**src/design/gclu_pkg.sv**
```systemverilog
// ----------------------------------------------------------------------------
// gclu_pkg
// shared widths, constants and handshake structs of the gcd / lcm set unit
// ----------------------------------------------------------------------------
package gclu_pkg;

	localparam int VALUE_BITS = 31;
	localparam int IN_BITS    = ((VALUE_BITS + 7) / 8) * 8;
	localparam int OUT_FIELDS = 2 * VALUE_BITS + 1;
	localparam int OUT_BITS   = ((OUT_FIELDS + 7) / 8) * 8;
	localparam int PROD_BITS  = 2 * VALUE_BITS;
	localparam int CNT_BITS   = (VALUE_BITS > 1) ? $clog2(VALUE_BITS) : 1;

	localparam logic [VALUE_BITS-1:0] VALUE_MASK = '1;
	localparam logic [CNT_BITS-1:0]   DIV_LAST   = CNT_BITS'(VALUE_BITS - 1);

	// request into the shared divider
	typedef struct packed {
		logic                  start;
		logic [VALUE_BITS-1:0] dividend;
		logic [VALUE_BITS-1:0] divisor;
	} div_req_t;

	// status and result of the shared divider
	typedef struct packed {
		logic                  busy;
		logic                  done;
		logic [VALUE_BITS-1:0] quotient;
		logic [VALUE_BITS-1:0] remainder;
	} div_rsp_t;

endpackage

```
**src/design/gclu_div.sv**
```systemverilog
// ----------------------------------------------------------------------------
// gclu_div
// restoring divider, one quotient bit per cycle, quotient and remainder
// ----------------------------------------------------------------------------
module gclu_div (
	input  logic               clk,
	input  logic               arst_n,
	input  gclu_pkg::div_req_t req,
	output gclu_pkg::div_rsp_t rsp
);
	import gclu_pkg::*;

	logic                  busy_q;
	logic                  done_q;
	logic [CNT_BITS-1:0]   cnt_q;
	logic [VALUE_BITS:0]   rem_q;
	logic [VALUE_BITS-1:0] quo_q;
	logic [VALUE_BITS-1:0] dvs_q;

	logic [VALUE_BITS:0]   rem_sh;
	logic [VALUE_BITS+1:0] diff;
	logic                  fits;

	assign rem_sh = {rem_q[VALUE_BITS-1:0], quo_q[VALUE_BITS-1]};
	assign diff   = {1'b0, rem_sh} - {2'b00, dvs_q};
	assign fits   = ~diff[VALUE_BITS+1];

	always_ff @(posedge clk or negedge arst_n) begin
		if (!arst_n) begin
			busy_q <= 1'b0;
			done_q <= 1'b0;
			cnt_q  <= '0;
			rem_q  <= '0;
			quo_q  <= '0;
			dvs_q  <= '0;
		end else begin
			// done pulses for one cycle after the last quotient bit
			done_q <= busy_q && (cnt_q == '0);
			if (req.start && !busy_q) begin
				busy_q <= 1'b1;
				cnt_q  <= DIV_LAST;
				rem_q  <= '0;
				quo_q  <= req.dividend;
				dvs_q  <= req.divisor;
			end else if (busy_q) begin
				// shift in next dividend bit, subtract when it fits
				rem_q <= fits ? diff[VALUE_BITS:0] : rem_sh;
				quo_q <= {quo_q[VALUE_BITS-2:0], fits};
				if (cnt_q == '0) begin
					busy_q <= 1'b0;
				end else begin
					cnt_q <= cnt_q - 1'b1;
				end
			end
		end
	end

	assign rsp.busy      = busy_q;
	assign rsp.done      = done_q;
	assign rsp.quotient  = quo_q;
	assign rsp.remainder = rem_q[VALUE_BITS-1:0];

endmodule

```
**src/design/gcd_lcm_set_reduction_unit.sv**
```systemverilog
// ----------------------------------------------------------------------------
// gcd_lcm_set_reduction_unit
// running gcd and lcm over a set of unsigned values, one result per set
// ----------------------------------------------------------------------------
// usage:
//  - input stream: one set element per transfer; tdata holds the value,
//    tuser marks the first element of a set, tlast marks the last one
//  - output stream: one transfer per set, produced by the element that
//    carries tlast: gcd, lcm (saturated) and an lcm overflow flag
//  - each element is handled alone; tready is low while it is worked on
//  - a first element only starts a new set; any other element runs euclid's
//    loop on the running gcd, then (unless lcm or value is zero or lcm is
//    saturated) euclid's loop on the running lcm, one divide and one multiply
//  - every remainder step uses the shared 1-bit-per-cycle divider
//  - results go to an output register; the next element is accepted while
//    a result waits, and a new result waits in the sequencer until the
//    register is free when the receiver stalls
//  - reset clears running gcd, lcm and overflow to zero; elements without
//    a first mark join the current set
// ----------------------------------------------------------------------------
module gcd_lcm_set_reduction_unit (
	input  logic                         clk,
	input  logic                         arst_n,
	input  logic                         s_axis_tvalid,
	output logic                         s_axis_tready,
	input  logic [gclu_pkg::IN_BITS-1:0] s_axis_tdata,  // value, zero pad
	input  logic                         s_axis_tuser,  // first_item
	input  logic                         s_axis_tlast,  // last_item
	output logic                         m_axis_tvalid,
	input  logic                         m_axis_tready,
	output logic [gclu_pkg::OUT_BITS-1:0] m_axis_tdata  // gcd_result,
	                                                    // lcm_result,
	                                                    // lcm_overflow, zero pad
);
	import gclu_pkg::*;

	typedef enum logic [6:0] {
		ST_IDLE     = 7'b0000001,
		ST_EUC      = 7'b0000010,
		ST_EUC_WAIT = 7'b0000100,
		ST_QUO      = 7'b0001000,
		ST_MUL      = 7'b0010000,
		ST_CHK      = 7'b0100000,
		ST_FIN      = 7'b1000000
	} state_t;

	state_t state_q;

	// architectural set state
	logic [VALUE_BITS-1:0] gcd_q;
	logic [VALUE_BITS-1:0] lcm_q;
	logic                  ovf_q;

	// per-element working registers
	logic [VALUE_BITS-1:0] val_q;
	logic                  last_q;
	logic [VALUE_BITS-1:0] x_q;
	logic [VALUE_BITS-1:0] y_q;
	logic                  phase_q;   // 0: gcd loop, 1: lcm loop
	logic [VALUE_BITS-1:0] quo_q;
	logic [PROD_BITS-1:0]  prod_q;

	// output register
	logic                  out_valid_q;
	logic [VALUE_BITS-1:0] out_gcd_q;
	logic [VALUE_BITS-1:0] out_lcm_q;
	logic                  out_ovf_q;

	div_req_t div_req;
	div_rsp_t div_rsp;

	logic in_xfer;
	logic out_free;
	logic out_load;

	assign s_axis_tready = (state_q == ST_IDLE);
	assign in_xfer       = s_axis_tvalid && s_axis_tready;
	assign out_free      = !out_valid_q || m_axis_tready;
	// finished last element moves its result into the output register
	assign out_load      = (state_q == ST_FIN) && last_q && out_free;

	// divider request: a remainder step, or lcm / gcd at the end of the lcm loop
	always_comb begin
		div_req.start    = 1'b0;
		div_req.dividend = x_q;
		div_req.divisor  = y_q;
		if (state_q == ST_EUC) begin
			if (y_q != '0) begin
				div_req.start = 1'b1;
			end else if (phase_q) begin
				div_req.start    = 1'b1;
				div_req.dividend = lcm_q;
				div_req.divisor  = x_q;
			end
		end
	end

	gclu_div u_div (
		.clk    (clk),
		.arst_n (arst_n),
		.req    (div_req),
		.rsp    (div_rsp)
	);

	always_ff @(posedge clk or negedge arst_n) begin
		if (!arst_n) begin
			state_q     <= ST_IDLE;
			gcd_q       <= '0;
			lcm_q       <= '0;
			ovf_q       <= 1'b0;
			val_q       <= '0;
			last_q      <= 1'b0;
			x_q         <= '0;
			y_q         <= '0;
			phase_q     <= 1'b0;
			quo_q       <= '0;
			prod_q      <= '0;
			out_valid_q <= 1'b0;
			out_gcd_q   <= '0;
			out_lcm_q   <= '0;
			out_ovf_q   <= 1'b0;
		end else begin
			if (out_load) begin
				out_valid_q <= 1'b1;
			end else if (m_axis_tready) begin
				out_valid_q <= 1'b0;
			end
			case (state_q)
				ST_IDLE: begin
					if (in_xfer) begin
						val_q   <= s_axis_tdata[VALUE_BITS-1:0];
						last_q  <= s_axis_tlast;
						x_q     <= gcd_q;
						y_q     <= s_axis_tdata[VALUE_BITS-1:0];
						phase_q <= 1'b0;
						if (s_axis_tuser) begin
							// new set starts from this element
							gcd_q   <= s_axis_tdata[VALUE_BITS-1:0];
							lcm_q   <= s_axis_tdata[VALUE_BITS-1:0];
							ovf_q   <= 1'b0;
							state_q <= ST_FIN;
						end else begin
							state_q <= ST_EUC;
						end
					end
				end
				ST_EUC: begin
					if (y_q != '0) begin
						state_q <= ST_EUC_WAIT;
					end else if (phase_q) begin
						// x_q holds gcd(lcm, value); divider now forms lcm / gcd
						state_q <= ST_QUO;
					end else begin
						gcd_q <= x_q;
						if (ovf_q) begin
							state_q <= ST_FIN;
						end else if (lcm_q == '0 || val_q == '0) begin
							lcm_q   <= '0;
							state_q <= ST_FIN;
						end else begin
							x_q     <= lcm_q;
							y_q     <= val_q;
							phase_q <= 1'b1;
						end
					end
				end
				ST_EUC_WAIT: begin
					if (div_rsp.done) begin
						x_q     <= y_q;
						y_q     <= div_rsp.remainder;
						state_q <= ST_EUC;
					end
				end
				ST_QUO: begin
					if (div_rsp.done) begin
						quo_q   <= div_rsp.quotient;
						state_q <= ST_MUL;
					end
				end
				ST_MUL: begin
					prod_q  <= PROD_BITS'(quo_q) * PROD_BITS'(val_q);
					state_q <= ST_CHK;
				end
				ST_CHK: begin
					// saturate when the product leaves the value range
					if (prod_q[PROD_BITS-1:VALUE_BITS] != '0) begin
						lcm_q <= VALUE_MASK;
						ovf_q <= 1'b1;
					end else begin
						lcm_q <= prod_q[VALUE_BITS-1:0];
					end
					state_q <= ST_FIN;
				end
				ST_FIN: begin
					if (!last_q) begin
						state_q <= ST_IDLE;
					end else if (out_free) begin
						out_gcd_q   <= gcd_q;
						out_lcm_q   <= lcm_q;
						out_ovf_q   <= ovf_q;
						state_q     <= ST_IDLE;
					end
				end
				default: begin
					state_q <= ST_IDLE;
				end
			endcase
		end
	end

	assign m_axis_tvalid = out_valid_q;
	assign m_axis_tdata  = {(OUT_BITS - OUT_FIELDS)'(0), out_ovf_q, out_lcm_q, out_gcd_q};

	// a saturated lcm always reads as the all-ones value
	a_ovf_sat: assert property (@(posedge clk) disable iff (!arst_n)
		ovf_q |-> (lcm_q == VALUE_MASK))
		else $error("overflow flag set without saturated lcm");

	// the divider is only started while idle
	a_div_start: assert property (@(posedge clk) disable iff (!arst_n)
		div_req.start |-> !div_rsp.busy)
		else $error("divider started while busy");

	// divider results only arrive while the sequencer waits for them
	a_div_done: assert property (@(posedge clk) disable iff (!arst_n)
		div_rsp.done |-> (state_q == ST_EUC_WAIT || state_q == ST_QUO))
		else $error("divider result with no waiting step");

	// lcm / gcd is never zero since lcm holds a multiple of gcd
	a_quo_nz: assert property (@(posedge clk) disable iff (!arst_n)
		(state_q == ST_MUL) |-> (quo_q != '0))
		else $error("zero quotient in lcm step");

	// a stalled result is never overwritten
	a_out_hold: assert property (@(posedge clk) disable iff (!arst_n)
		(out_valid_q && !m_axis_tready) |=> (out_valid_q && $stable(out_lcm_q)))
		else $error("pending result overwritten");

endmodule
```
**config.mk**
```make
export PLATFORM = sky130hd
export DESIGN_NAME = gcd_lcm_set_reduction_unit
export DESIGN_NICKNAME = d
export VERILOG_FILES = /design/src/design/gclu_pkg.sv /design/src/design/gclu_div.sv /design/src/design/gcd_lcm_set_reduction_unit.sv
export SDC_FILE = /design/constraint.sdc
export NUM_CORES = 2
export LEC_CHECK = 0
export ABC_AREA = 1
export BUFFER_PORTS_ARGS = -buffer_cell sky130_fd_sc_hd__buf_2
export CORE_ASPECT_RATIO = 0.8
export CORE_UTILIZATION = 40
export CTS_CLUSTER_DIAMETER = 60
export CTS_CLUSTER_SIZE = 25
export DETAILED_ROUTE_END_ITERATION = 8
export SYNTH_ARGS = -nofsm -noshare
export SYNTH_HDL_FRONTEND = slang
export SYNTH_HIERARCHICAL = 1
export SYNTH_SLANG_ARGS = --single-unit
```
**constraint.sdc**
```tcl
create_clock -name clk -period 8.4 [get_ports clk]
set_clock_uncertainty 0.1 [all_clocks]
set_input_delay 2.52 -clock clk [delete_from_list [all_inputs] [get_ports clk]]
set_output_delay 2.52 -clock clk [all_outputs]
set_load 0.01 [all_outputs]
```
# Word-level counts from Yosys, hierarchy flattened
# Cells that the tools add are included.
[totals]
ff_bits = 422
rom_bits = 0
n_memories = 0
ram_bits = 0
latch_bits = 0
in_bits = 38
[classes]
order_cmp = 0
n_addsub = 2
bitwise = 1
muxes = 63
div = 0
reduce_logical = 30
shifts = 0
n_mul = 1
n_eq_ne = 20
[op_table]
columns = ["cell", "count"]
rows = [
  ["two-way mux 31 bit", 26],
  ["one-hot mux 31 bit (3 select lines)", 3],
  ["two-way mux 63 bit", 2],
  ["two-way mux 7 bit", 10],
  ["logical NOT 31 bit", 2],
  ["multiplier 31 x 31 -> 62 bit", 1],
  ["two-way mux 62 bit", 1],
  ["one-hot mux 31 bit (2 select lines)", 1],
  ["nonzero test 31 bit", 2],
  ["one-hot mux 7 bit (7 select lines)", 1],
  ["subtractor 32 x 31 -> 33 bit", 1],
  ["two-way mux 5 bit", 3],
  ["two-way mux 1 bit", 14],
  ["AND reduction 7 bit", 2],
  ["!= test 2 x 1 -> 1 bit, second input constant", 6],
  ["!= test 2 bit, second input constant", 5],
  ["AND reduction 5 bit", 2],
  ["nonzero test 2 bit", 4],
  ["== test 7 x 1 -> 1 bit, second input constant", 1],
  ["== test 7 x 2 -> 1 bit, second input constant", 1],
  ["== test 7 x 3 -> 1 bit, second input constant", 1],
  ["== test 7 x 4 -> 1 bit, second input constant", 1],
  ["== test 7 x 5 -> 1 bit, second input constant", 1],
  ["== test 7 x 6 -> 1 bit, second input constant", 1],
  ["14 further kinds", 25],
]

# Logic depth before layout (Yosys ltp)
[depth]
ltp_word = 7
ltp_mapped = 32
depth_no_buf = 30

# Modules after synthesis
# The synthesis kept the hierarchy.
[modules_own_cells]
columns = ["mod", "area_each_um2", "cells_per_inst", "n_inst"]
rows = [
  ["gcd_lcm_set_reduction_unit", 48639.1, 6493, 1],
  ["gclu_div", 6934.2, 1032, 1],
]

# Least setup slack after synthesis
# No wires, ideal clock.
[synth_path]
kind = "flip-flop to flip-flop"
from = "register val_q[4]"
to = "register prod_q[60]"
path_slack_ns = 1.981
arrival_time_ns = 6.201
stages_incl_launch_ff = 29
setup_ns = 0.118
required_ns = 8.182
cell_sequence = "dfrtp_1 clkbuf_1 clkbuf_1 nand2_1 fa_1 inv_1 fa_1 fa_1 inv_1 fa_1 inv_1 fa_1 fa_1 fa_1 inv_1 fa_1 inv_1 ha_1 nand2_1 nor2_1 inv_1 nor2_1 nand2_1 nor3_1 nand2_1 nand2_1 nand2_1 nand3_1 nand2_1"
[synth_between]
elab_chain_cells = 1
[synth_lines]
columns = ["element", "line", "rtl"]
rows = [
  ["start, declared", "gcd_lcm_set_reduction_unit.sv:55", "logic [VALUE_BITS-1:0] val_q;"],
  ["start signal, assigned", "gcd_lcm_set_reduction_unit.sv:131", "val_q <= s_axis_tdata[VALUE_BITS-1:0];"],
  ["multiplier 31 x 31 -> 62 bit", "gcd_lcm_set_reduction_unit.sv:181", "prod_q <= PROD_BITS'(quo_q) * PROD_BITS'(val_q);"],
  ["end signal, assigned", "gcd_lcm_set_reduction_unit.sv:181", ""],
  ["end, declared", "gcd_lcm_set_reduction_unit.sv:61", "logic [PROD_BITS-1:0] prod_q;"],
]
# Every way passes these cells.
# A chain may end at the register's enable or synchronous reset.

==> impl_metrics.yaml <==
place:
  pre_cts_ws_ns: 0.560
  placed_cells: 9244
  port_buffers: 101
  dpl.hpwl_mm: 148
  gp_congestion: 0.958
final_layout:
  fillers: 14145
  drive_gt1_share_pct: 5.33
  final_nets: 8595
  syn_to_final_growth_pct: 6.46
  finalNonFillerCells: 9301
timing:
  setup-violations-final: 0
  final.period_utilization_pct: 94.0
  slew_headroom_pct: 4.79
  setup_tns_ns: 0
  fmax_mhz: 127
  period_needed_ns: 7.90
  rsz0062_at_grt: "no"
  setup_slack_ns: 0.500
  maxSlewViolCount: 0
  hold_viol: 0
  worst_pin_slew_ns: 1.41
floorplan:
  initial_utilization_pct: 40.6
  die_y_um: 335
  io_pins: 104
  die-area_um2: 140000
  rows: 121
  design.core.area_um2: 137000
  die_w_um: 419
pwr:
  p_leak_uw: 0.0357
  power_density_nw_per_um2: 197
  ir_drop_mv: 0.407
clock_tree:
  clock-sinks: 422
  cts_tree: "done"
  clk_pin_slew_ns: 0.10
  post_cts_resized: 0
  clk_latency_ns: 0.64
  cts_root_buf: "clkbuf_16"
  cts-buffers-inserted: 30
  clockBufferDepth: 3
  ctsHoldBuffers: 0
  postCtsSetupBuffers: 0
  htreeDepth: 1
critical_path:
  worstPathArrival_ns: 8.32
  path_cells: "nand2_1, inv_1, fa_1, fa_1, inv_1, fa_1, fa_1, inv_1, fa_1, fa_1, fa_1, fa_1, ha_1, nand2_1, nor2_1, inv_1, nor2_1, nand2_1, nor3_1, nand2_1, nand2_1, nand2_1, nand3_1, nand2_1"
  critical_path.endpoint: "prod_q[60]"
  slowest_delay_ns: 1.12
  rr_worst_depth: 24
  ff2ff_setup_slack_ns: 0.50
  critPathSlowestCell: "dfrtp_2"
  cp_max_fo: 32
  startpoint: "quo_q[14]"
  path_buf_inv: 4
  worstReg2RegEnd: "prod_q[60]"
  crit_family: "adder cells"
  path_depth: 24
  criticalPathCategory: "flop to flop"
  cp_data_required_time_ns: 8.82
  crit_path_end_kind: "flop"
  r2r_start: "quo_q[14]"
  startpoint_type: "flop"
  path_common_cell: "fa_1"
drt:
  num_vias: 46624
  vias_per_cell: 5.01
  drt_iter0_markers: 4384
  avgRoutedWirePerCell_um: 19.8
  drtAntennaViolNets: 0
  drc: 0
  dr.pass1.iters: 6
  wl_mm: 184
global_routing:
  antenna_found_initial: 3
  grt_max_degree: 159
  grt_pass1_wl_mm: 287
  grt.overflow.total: 0
  grt_pass1_vias: 46543
  grt_use_total_pct: 26.8
yosys:
  yosys_warnings: 6
  syn_area_um2: 55600
  syn-num-nets: 8688
  synthesis.instances: 7524
  avgSynthCellArea_um2: 7.39
outcome:
  status: "completed"
hold_path:
  whs_path_depth: 2
  hold_path_class: "flop to flop"
job:
  cap_violations: 0
-- stage by stage --
step                      instance area [um2]  util [%]  power (uW)  hold WS, ns
after floorplan                         55600         -        7490        0.342
after global placement                  58100      42.4        9800        0.353
after detailed placement                58100      42.4        9880        0.360
after CTS                               59200      43.2       11500        0.384
after global routing                    59200      43.2       12500        0.396
final                                   59200      43.2       11700        0.382
-- layout make-up --
| cell class | count | area (um2) | share of cell area, % |
|---|---|---|---|
| Antenna cell | 1 | 2.50 | 0.00423 |
| Sequential cell | 422 | 10600 | 17.9 |
| Tap cell | 1845 | 2310 | 3.90 |
| Timing Repair Buffer | 232 | 1610 | 2.72 |
| Multi-Input combinational cell | 4737 | 36000 | 60.9 |
| Clock inverter | 24 | 320 | 0.541 |
| Clock buffer | 32 | 768 | 1.30 |
| Inverter | 2008 | 7540 | 12.7 |
-- layer usage --
layer  global-route usage [%]  share of wire, %
met1                     41.0                47
met2                     38.5                41
met3                     5.76               9.7
met4                     5.34               2.4
met5                        0                 0
-- sequential cells by signal, summed over array words and instances (netlist names), 5 cells and up --
register     cells
val_q           31
lcm_q           31
out_gcd_q       31
y_q             31
gcd_q           31
quo_q           31
prod_q          62
u_div/cnt_q      5
u_div/rem_q     31
out_lcm_q       31
x_q             31
u_div/quo_q     31
u_div/dvs_q     31
state_q          7
-- cells in the final DEF, fill, tap and decap left out, drive strengths merged, types with 6 or more instances in the layout --
cell type / instances
clkinv: 13
a22oi: 6
o211ai: 16
fa: 838
nand2: 2470
mux2: 32
nor2: 200
o221ai: 65
ha: 288
nand3: 250
buf: 232
dfrtp: 421
clkbuf: 32
nor3: 20
or2: 7
o22ai: 7
o21ai: 373
xnor2: 32
inv: 2016
nand3b: 9
nand4: 37
and2: 7
a21oi: 62
-- worst min-delay path by stage --
stage                       start       to  slack, ns
after floorplan            y_q[0]   y_q[0]       0.34
after global placement    y_q[23]  y_q[23]       0.35
after detailed placement   y_q[6]   y_q[6]       0.36
after CTS                  y_q[6]   y_q[6]       0.38
after global routing      y_q[20]  y_q[20]       0.40
final                      y_q[6]   y_q[6]       0.38
-- worst register-to-register path, cell delays in order (launching register included) --
cell,delay (ns)
dfrtp_2,1.12
nand2_1,0.19
inv_1,0.11
fa_1,0.44
fa_1,0.53
inv_1,0.05
fa_1,0.46
fa_1,0.51
inv_1,0.05
fa_1,0.55
fa_1,0.46
fa_1,0.61
fa_1,0.46
ha_1,0.54
nand2_1,0.16
nor2_1,0.21
inv_1,0.07
nor2_1,0.27
nand2_1,0.24
nor3_1,0.22
nand2_1,0.12
nand2_1,0.10
nand2_1,0.05
nand3_1,0.08
nand2_1,0.08
-- where the power goes --
| part | leakage [uW] | internal (uW) | total, uW | switching (uW) |
|---|---|---|---|---|
| Clock | 0.000517 | 730 | 1650 | 924 |
| Combinational | 0.0298 | 1830 | 6400 | 4570 |
| Sequential | 0.00539 | 2770 | 3610 | 848 |
| Total | 0.0357 | 5320 | 11700 | 6350 |
No activity file was read; power rests on OpenSTA's default activity.
